### src/hw/rtl/vafr_pkg.sv
// ----------------------------------------------------------------------------
// Fade ramp package
// Shared constants, command codes and helpers for the fade ramp generator.
// ----------------------------------------------------------------------------
package vafr_pkg;

  localparam int FULL_LEVEL    = 256;
  localparam int OFFSET_FLOOR  = 255;
  localparam int VOLUME_MAX    = 15;

  localparam int LEVEL_W       = 9;
  localparam int VALUE_W       = 10;
  localparam int FRAMES_W      = 10;
  localparam int OFFSET_W      = 9;
  localparam int VOLUME_W      = 4;

  localparam int DIFF_W        = 22;
  localparam int PROD_W        = 21;
  localparam int DIV_BITS      = 20;
  localparam int DIV_CNT_W     = 5;

  localparam int IN_DATA_W     = 24;
  localparam int IN_USER_W     = 2;
  localparam int OUT_DATA_W    = 24;

  localparam logic [1:0] CMD_SET  = 2'd0;
  localparam logic [1:0] CMD_RAMP = 2'd1;
  localparam logic [1:0] CMD_TICK = 2'd2;

  typedef enum logic [4:0] {
    ST_IDLE   = 5'b00001,
    ST_MUL    = 5'b00010,
    ST_DSTART = 5'b00100,
    ST_DIV    = 5'b01000,
    ST_FIN    = 5'b10000
  } state_t;

  function automatic logic [LEVEL_W-1:0] clamp_level(input logic signed [DIFF_W-1:0] lvl);
    logic [LEVEL_W-1:0] res;
    if (lvl < 0) begin
      res = '0;
    end else if (lvl > DIFF_W'(FULL_LEVEL)) begin
      res = LEVEL_W'(FULL_LEVEL);
    end else begin
      res = lvl[LEVEL_W-1:0];
    end
    return res;
  endfunction

endpackage

### src/hw/rtl/vafr_div.sv
// ----------------------------------------------------------------------------
// Fade ramp divider
// Restoring unsigned divider, one quotient bit per cycle.
// ----------------------------------------------------------------------------
module vafr_div (
  input  logic                              clk,
  input  logic                              rst_n,
  input  logic                              start,
  input  logic [vafr_pkg::DIV_BITS-1:0]     dividend,
  input  logic [vafr_pkg::FRAMES_W-1:0]     divisor,
  output logic                              done,
  output logic [vafr_pkg::DIV_BITS-1:0]     quotient
);
  import vafr_pkg::*;

  logic [DIV_BITS-1:0]  acc_r, acc_nxt;
  logic [FRAMES_W-1:0]  rem_r, rem_nxt;
  logic [FRAMES_W-1:0]  dvs_r, dvs_nxt;
  logic [DIV_CNT_W-1:0] cnt_r, cnt_nxt;
  logic                 busy_r, busy_nxt;
  logic                 done_r, done_nxt;
  logic [FRAMES_W:0]    rem_sh;
  logic                 ge;

  assign rem_sh = {rem_r, acc_r[DIV_BITS-1]};
  assign ge     = rem_sh >= {1'b0, dvs_r};

  always_comb begin
    acc_nxt  = acc_r;
    rem_nxt  = rem_r;
    dvs_nxt  = dvs_r;
    cnt_nxt  = cnt_r;
    busy_nxt = busy_r;
    done_nxt = 1'b0;
    if (start) begin
      acc_nxt  = dividend;
      rem_nxt  = '0;
      dvs_nxt  = divisor;
      cnt_nxt  = '0;
      busy_nxt = 1'b1;
    end else if (busy_r) begin
      rem_nxt = ge ? FRAMES_W'(rem_sh - {1'b0, dvs_r}) : rem_sh[FRAMES_W-1:0];
      acc_nxt = {acc_r[DIV_BITS-2:0], ge};
      cnt_nxt = cnt_r + 1'b1;
      if (cnt_r == DIV_CNT_W'(DIV_BITS - 1)) begin
        busy_nxt = 1'b0;
        done_nxt = 1'b1;
      end
    end
  end

  always_ff @(posedge clk) begin
    if (!rst_n) begin
      busy_r <= 1'b0;
      done_r <= 1'b0;
      cnt_r  <= '0;
    end else begin
      busy_r <= busy_nxt;
      done_r <= done_nxt;
      cnt_r  <= cnt_nxt;
    end
    acc_r <= acc_nxt;
    rem_r <= rem_nxt;
    dvs_r <= dvs_nxt;
  end

  assign done     = done_r;
  assign quotient = acc_r;

endmodule

### src/hw/rtl/video_audio_fade_ramp.sv
// ----------------------------------------------------------------------------
// Video and audio fade ramp generator
// Holds a brightness level and ramps it linearly over frame ticks.
// ----------------------------------------------------------------------------
// A set or ramp command goes from transfer straight to the result stage, and so
// does a tick while no ramp runs. A tick during a ramp first multiplies the
// level difference by the step count, then runs a bit-serial divide by the
// ramp length, then the clamp and the result. Input is taken again as soon as
// the previous result sits in the output register.
// ----------------------------------------------------------------------------
module video_audio_fade_ramp (
  input  logic                                clk,
  input  logic                                rst_n,
  input  logic                                in_tvalid,
  output logic                                in_tready,
  // level_value [9:0], frame_count [19:10], zero fill [23:20]
  input  logic [vafr_pkg::IN_DATA_W-1:0]      in_tdata,
  // command [1:0]
  input  logic [vafr_pkg::IN_USER_W-1:0]      in_tuser,
  output logic                                out_tvalid,
  input  logic                                out_tready,
  // current_level [8:0], colour_offset [17:9], master_volume [21:18],
  // ramp_busy [22], zero fill [23]
  output logic [vafr_pkg::OUT_DATA_W-1:0]     out_tdata
);
  import vafr_pkg::*;

  state_t                      state_r, state_nxt;
  logic [LEVEL_W-1:0]          level_r, level_nxt;
  logic [LEVEL_W-1:0]          start_r, start_nxt;
  logic signed [VALUE_W-1:0]   target_r, target_nxt;
  logic [FRAMES_W-1:0]         length_r, length_nxt;
  logic [FRAMES_W-1:0]         step_r, step_nxt;
  logic                        running_r, running_nxt;
  logic signed [PROD_W-1:0]    prod_r, prod_nxt;
  logic                        out_valid_r, out_valid_nxt;
  logic [OUT_DATA_W-1:0]       out_data_r, out_data_nxt;

  logic [1:0]                  cmd;
  logic signed [VALUE_W-1:0]   value;
  logic [FRAMES_W-1:0]         frames;
  logic                        accept;
  logic signed [DIFF_W-1:0]    diff;
  logic signed [DIFF_W-1:0]    step_s;
  logic                        prod_neg;
  logic [DIV_BITS-1:0]         mag;
  logic                        div_start;
  logic                        div_done;
  logic [DIV_BITS-1:0]         quo;
  logic signed [DIFF_W-1:0]    quo_s;
  logic signed [DIFF_W-1:0]    ramp_lvl;
  logic [16:0]                 off_prod;
  logic [LEVEL_W-1:0]          off_mag;
  logic [OFFSET_W-1:0]         offset;
  logic [12:0]                 vol_prod;
  logic [VOLUME_W-1:0]         volume;

  assign cmd    = in_tuser;
  assign value  = $signed(in_tdata[VALUE_W-1:0]);
  assign frames = in_tdata[VALUE_W+FRAMES_W-1:VALUE_W];

  assign in_tready = (state_r == ST_IDLE);
  assign accept    = in_tvalid && in_tready;

  assign diff   = DIFF_W'(target_r) - $signed({{(DIFF_W-LEVEL_W){1'b0}}, start_r});
  assign step_s = $signed({{(DIFF_W-FRAMES_W){1'b0}}, step_r});

  assign prod_neg  = prod_r[PROD_W-1];
  assign mag       = prod_neg ? DIV_BITS'(-prod_r) : DIV_BITS'(prod_r);
  assign div_start = (state_r == ST_DSTART);

  vafr_div u_div (
    .clk      (clk),
    .rst_n    (rst_n),
    .start    (div_start),
    .dividend (mag),
    .divisor  (length_r),
    .done     (div_done),
    .quotient (quo)
  );

  assign quo_s    = prod_neg ? -$signed({{(DIFF_W-DIV_BITS){1'b0}}, quo})
                             :  $signed({{(DIFF_W-DIV_BITS){1'b0}}, quo});
  assign ramp_lvl = $signed({{(DIFF_W-LEVEL_W){1'b0}}, start_r}) + quo_s;

  assign off_prod = 17'(OFFSET_FLOOR) * 17'(LEVEL_W'(FULL_LEVEL) - level_r);
  assign off_mag  = LEVEL_W'(off_prod / 17'(FULL_LEVEL));
  assign offset   = OFFSET_W'(-off_mag);
  assign vol_prod = 13'(VOLUME_MAX) * 13'(level_r);
  assign volume   = VOLUME_W'(vol_prod / 13'(FULL_LEVEL));

  always_comb begin
    state_nxt     = state_r;
    level_nxt     = level_r;
    start_nxt     = start_r;
    target_nxt    = target_r;
    length_nxt    = length_r;
    step_nxt      = step_r;
    running_nxt   = running_r;
    prod_nxt      = prod_r;
    out_valid_nxt = out_valid_r;
    out_data_nxt  = out_data_r;

    if (out_valid_r && out_tready) begin
      out_valid_nxt = 1'b0;
    end

    unique case (state_r)
      ST_IDLE: begin
        if (accept) begin
          state_nxt = ST_FIN;
          unique case (cmd)
            CMD_SET: begin
              running_nxt = 1'b0;
              level_nxt   = clamp_level(DIFF_W'(value));
            end
            CMD_RAMP: begin
              if (frames == '0) begin
                running_nxt = 1'b0;
                level_nxt   = clamp_level(DIFF_W'(value));
              end else begin
                start_nxt   = level_r;
                target_nxt  = value;
                length_nxt  = frames;
                step_nxt    = '0;
                running_nxt = 1'b1;
              end
            end
            CMD_TICK: begin
              if (running_r) begin
                step_nxt  = step_r + 1'b1;
                state_nxt = ST_MUL;
              end
            end
            default: begin
            end
          endcase
        end
      end
      ST_MUL: begin
        prod_nxt  = PROD_W'(diff * step_s);
        state_nxt = ST_DSTART;
      end
      ST_DSTART: begin
        state_nxt = ST_DIV;
      end
      ST_DIV: begin
        if (div_done) begin
          level_nxt = clamp_level(ramp_lvl);
          if (step_r >= length_r) begin
            running_nxt = 1'b0;
          end
          state_nxt = ST_FIN;
        end
      end
      ST_FIN: begin
        if (!out_valid_r || out_tready) begin
          out_valid_nxt = 1'b1;
          out_data_nxt  = {1'b0, running_r, volume, offset, level_r};
          state_nxt     = ST_IDLE;
        end
      end
      default: begin
        state_nxt = ST_IDLE;
      end
    endcase
  end

  always_ff @(posedge clk) begin
    if (!rst_n) begin
      state_r     <= ST_IDLE;
      level_r     <= LEVEL_W'(FULL_LEVEL);
      start_r     <= '0;
      target_r    <= '0;
      length_r    <= '0;
      step_r      <= '0;
      running_r   <= 1'b0;
      out_valid_r <= 1'b0;
    end else begin
      state_r     <= state_nxt;
      level_r     <= level_nxt;
      start_r     <= start_nxt;
      target_r    <= target_nxt;
      length_r    <= length_nxt;
      step_r      <= step_nxt;
      running_r   <= running_nxt;
      out_valid_r <= out_valid_nxt;
    end
    prod_r     <= prod_nxt;
    out_data_r <= out_data_nxt;
  end

  assign out_tvalid = out_valid_r;
  assign out_tdata  = out_data_r;

endmodule

### config.mk
export PLATFORM = sky130hd
export DESIGN_NAME = video_audio_fade_ramp
export DESIGN_NICKNAME = d
export VERILOG_FILES = /design/src/hw/rtl/vafr_pkg.sv /design/src/hw/rtl/vafr_div.sv /design/src/hw/rtl/video_audio_fade_ramp.sv
export SDC_FILE = /design/constraint.sdc
export NUM_CORES = 1
export LEC_CHECK = 0
export ABC_AREA = 0
export BUFFER_PORTS_ARGS = -buffer_cell sky130_fd_sc_hd__buf_2
export CORE_MARGIN = 2
export CORE_UTILIZATION = 60
export CTS_CLUSTER_DIAMETER = 80
export DETAILED_ROUTE_END_ITERATION = 12
export GPL_ROUTABILITY_DRIVEN = 0
export HOLD_SLACK_MARGIN = 0.1
export PLACE_DENSITY = 0.78
export REMOVE_ABC_BUFFERS = 1
export SYNTH_ARGS = -nofsm -noshare
export SYNTH_HDL_FRONTEND = slang
export SYNTH_SLANG_ARGS = --single-unit
### constraint.sdc
create_clock -name clk -period 19.1 [get_ports clk]
set_input_delay 2.865 -clock clk [delete_from_list [all_inputs] [get_ports clk]]
set_output_delay 2.865 -clock clk [all_outputs]
set_load 0.01 [all_outputs]
==> reports/qor.yml <==
sta:
  finalCriticalPeriod_ps: 8090
  rsz_0062_raised_after_global_routing: "false"
  maximum_clock_skew_at_final_layout_ps: 19.6
  totalNegativeSetupSlack_ps: 0
  timing.final.max_slew_violations: 0
  fmax_mhz: 124
  final_hold_viol_count: 0
  finalSetupViolations: 0
  tightest_slew_ps: 1250
  fin_crit_sh_pct: 42.4
  holdWs_ps: 470
  worst_slew_margin_rel_pct: 16.0
detailed_routing:
  first_iter_violations: 887
  route.detailed.drc: 0
  detailedRoute.firstPassIterationCount: 7
  routed_wirelength_um: 34400
  postRouteAntennaNets: 0
  average_via_count_per_standard_cell: 5.67
  post_drt_wl_per_cell_um: 16.4
  via_count: 11925
run:
  timing.max_cap.violations: 0
worst_setup_path:
  cell_repeated_most_along_the_worst_path: "fa_1"
  timing.reg2reg.worst_path_depth: 27
  cp-startpoint: "start_r[0]$_SDFFE_PN0P_"
  critical_path_peak_fanout: 9
  crit_path_arrival_time_ps: 8250
  ff_to_ff_start: "start_r[0]$_SDFFE_PN0P_"
  crit-reg2reg-capture: "prod_r[20]$_DFFE_PP_"
  cpMaxStageDelayCell: "a21oi_1"
  critical_path_class: "reg -> reg"
  end_kind: "flip-flop"
  max_stage_delay_ps: 670
  data_required_time_of_the_worst_path_ps: 19260
  timing.critical_path.to: "prod_r[20]$_DFFE_PP_"
  worst-r2r-setup-slack_ps: 11010
  start_kind: "flip-flop"
placed_design:
  portBuffers: 50
  detailed_place_hpwl_um: 26800
cts:
  clock_tree.root_cell: "clkbuf_16"
  htree_levels: 4
  cts_made_buffers: 17
  cts.sink_count: 146
  max-clock-path-buffers: 2
  clock_latency_on_the_worst_skew_pair_ps: 440
  cts_resized: 0
  cts_tree: "built"
  ctsHoldBuffers: 0
  clk_pin_slew_ps: 70
  cts_setup_buffers: 0
final_layout:
  area_delta_synth_final_pct: 7.79
  layout_cell_share_with_drive_strength_beyond_1_pct: 7.11
  num-nets-final: 2088
grt:
  grt_pass1_vias: 11966
  combined_global_route_utilization_of_all_metal_layers_pct: 26.6
  number_of_antenna_violations_at_the_first_check_in_global_routing: 1
  grt_start_max_net_pins: 51
  residual_overflow_from_global_routing: 0
  wire_length_of_the_first_global_routing_pass_um: 57300
floorplanning:
  die_width_um: 165
  rows: 58
  floorplan.die.height_um: 165
  initial_utilization_pct: 61.4
  io-pin-count: 56
  die_area_um2: 27200
  placeableCoreArea_um2: 25300
min_path:
  min_path_type: "reg -> reg"
yosys:
  yosys_warns: 0
  synth_compound_area_share_pct: 12.8
  synth-seq-cells: 146
  synth_cell_types: 82
  synthSimpleGateAreaFrac_pct: 15.0
  async_flop_share_pct: 0
  muxShareOfSynthArea_pct: 1.12
  avg_inst_size_synth_um2: 8.99
  synth_ff_type: "edfxtp_1"
  fraction_of_the_yosys_area_taken_by_sequential_cells_pct: 23.6
  mapped_cell_area_um2: 15600
  synth_top_family_by_area: "adder cells"
  synth_xor_area_share_pct: 6.75
  synth-edff-count: 74
  synth_adder_area_share_pct: 31.7
  synthCells: 1730
outcome:
  outcome: "completed"
## layer usage
metal	track usage, %	routed length [um]	vias up
li1	-	-	5719
met1	33.7	14800	5793
met2	45.9	17000	336
met3	4.29	1740	77
met4	9.76	979	0
met5	0	0	-
## critical path, delay by kind of cell, from the launching register on
family                   cells  cell delay (ps)
adder cells (fa/ha/maj)      8             3600
AO/OA/AOI/OAI               10             2740
AND/OR/NAND/NOR              4              670
flip-flops                   1              380
buffers and inverters        4              200
XOR/XNOR                     1              180
## through the flow
step	instance area (um^2)	std cells	utilization (%)	worst slack, ps
finish	16800	2103	66.2	11010
global route	16800	2103	66.2	10490
CTS	16800	2102	66.2	11050
detailed placement	16100	2070	63.6	11130
global placement	16100	2070	63.6	11390
floorplan	15400	1680	-	12000
## logic make-up (layout without fill, tap and decap cells)
logic type	Yosys count	after routing
simple gates	478	478
flops	146	146
buf+inv	372	414
other cells	1	2
mux	17	17
compound gates	298	298
xor+xnor	119	119
fa+ha+maj	299	299
## sequential cells by signal, indices dropped and copies added, names as in the netlist
signal	cells
target_r	10
length_r	10
prod_r	21
u_div.cnt_r	5
u_div.done	1
u_div.dvs_r	10
out_tvalid	1
step_r	10
level_r	9
out_tdata	23
u_div.rem_r	10
start_r	9
running_r	1
u_div.quotient	20
u_div.busy_r	1
state_r	5
## cells in the final DEF, fill, tap and decap left out, drive strengths merged, types with 7 or more instances in the layout
| cell type | count |
|---|---|
| a211oi | 9 |
| mux2i | 14 |
| nand3 | 22 |
| o21a | 8 |
| clkbuf | 19 |
| nor4 | 15 |
| o21ai | 79 |
| ha | 141 |
| xor2 | 43 |
| and2 | 51 |
| o211ai | 7 |
| a21oi | 68 |
| edfxtp | 74 |
| or3 | 9 |
| buf | 60 |
| a21o | 15 |
| a22oi | 7 |
| fa | 158 |
| nand2 | 197 |
| xnor2 | 76 |
| a21boi | 38 |
| o31ai | 10 |
| dfxtp | 72 |
| nor3 | 26 |
| nand4 | 17 |
| inv | 329 |
| nor2b | 21 |
| nand2b | 20 |
| nor2 | 71 |
## cell type report
class | instances | area [um^2]
Fill cell | 2004 | 8560
Inverter | 322 | 1210
Clock buffer | 19 | 454
Sequential cell | 146 | 3660
Clock inverter | 13 | 190
Tap cell | 330 | 413
Multi-Input combinational cell | 1212 | 10500
Antenna cell | 1 | 2.50
Timing Repair Buffer | 60 | 325
## cells in the mapped netlist, types with 4 or more instances
master      n  share of area (%)
a211oi_1    9               0.43
a21boi_0   38                1.8
a21o_1     15               0.72
a21oi_1    65                2.1
a22oi_1     6               0.29
a31oi_1     4               0.16
a32oi_1     4               0.23
a41oi_1     4               0.23
and2_1     51                2.1
and3_1      5               0.20
clkbuf_1   46                1.1
dfxtp_1    72                9.3
edfxtp_1   74                 14
fa_1      158                 20
ha_1      141                 11
inv_1     322                7.8
mux2i_1    14               0.90
nand2_1   197                4.8
nand2b_1   20               0.80
nand3_1    22               0.71
nand4_1    16               0.64
nor2_1     71                1.7
nor2b_1    21               0.84
nor3_1     24               0.77
nor4_1     13               0.52
o211ai_1    7               0.34
o21a_1      8               0.39
o21ai_0    79                2.5
o22ai_1     5               0.20
o31ai_1     9               0.43
or2_2       6               0.24
or3_1       9               0.36
xnor2_1    76                4.3
xor2_1     42                2.4
## how the worst min path moves through the flow
stage,from,endpoint,slack (ps),depth (start not counted)
floorplan,length_r[1]$_SDFFE_PN0P_,u_div.dvs_r[1]$_DFFE_PP_,430,0
global placement,length_r[8]$_SDFFE_PN0P_,u_div.dvs_r[8]$_DFFE_PP_,450,0
detailed placement,length_r[8]$_SDFFE_PN0P_,u_div.dvs_r[8]$_DFFE_PP_,450,0
CTS,length_r[8]$_SDFFE_PN0P_,u_div.dvs_r[8]$_DFFE_PP_,470,0
global route,length_r[2]$_SDFFE_PN0P_,u_div.dvs_r[2]$_DFFE_PP_,500,0
finish,length_r[8]$_SDFFE_PN0P_,u_div.dvs_r[8]$_DFFE_PP_,470,0
Power is not shown: default switching activity piles up to over one toggle a cycle in this logic, so the estimate is an artifact.
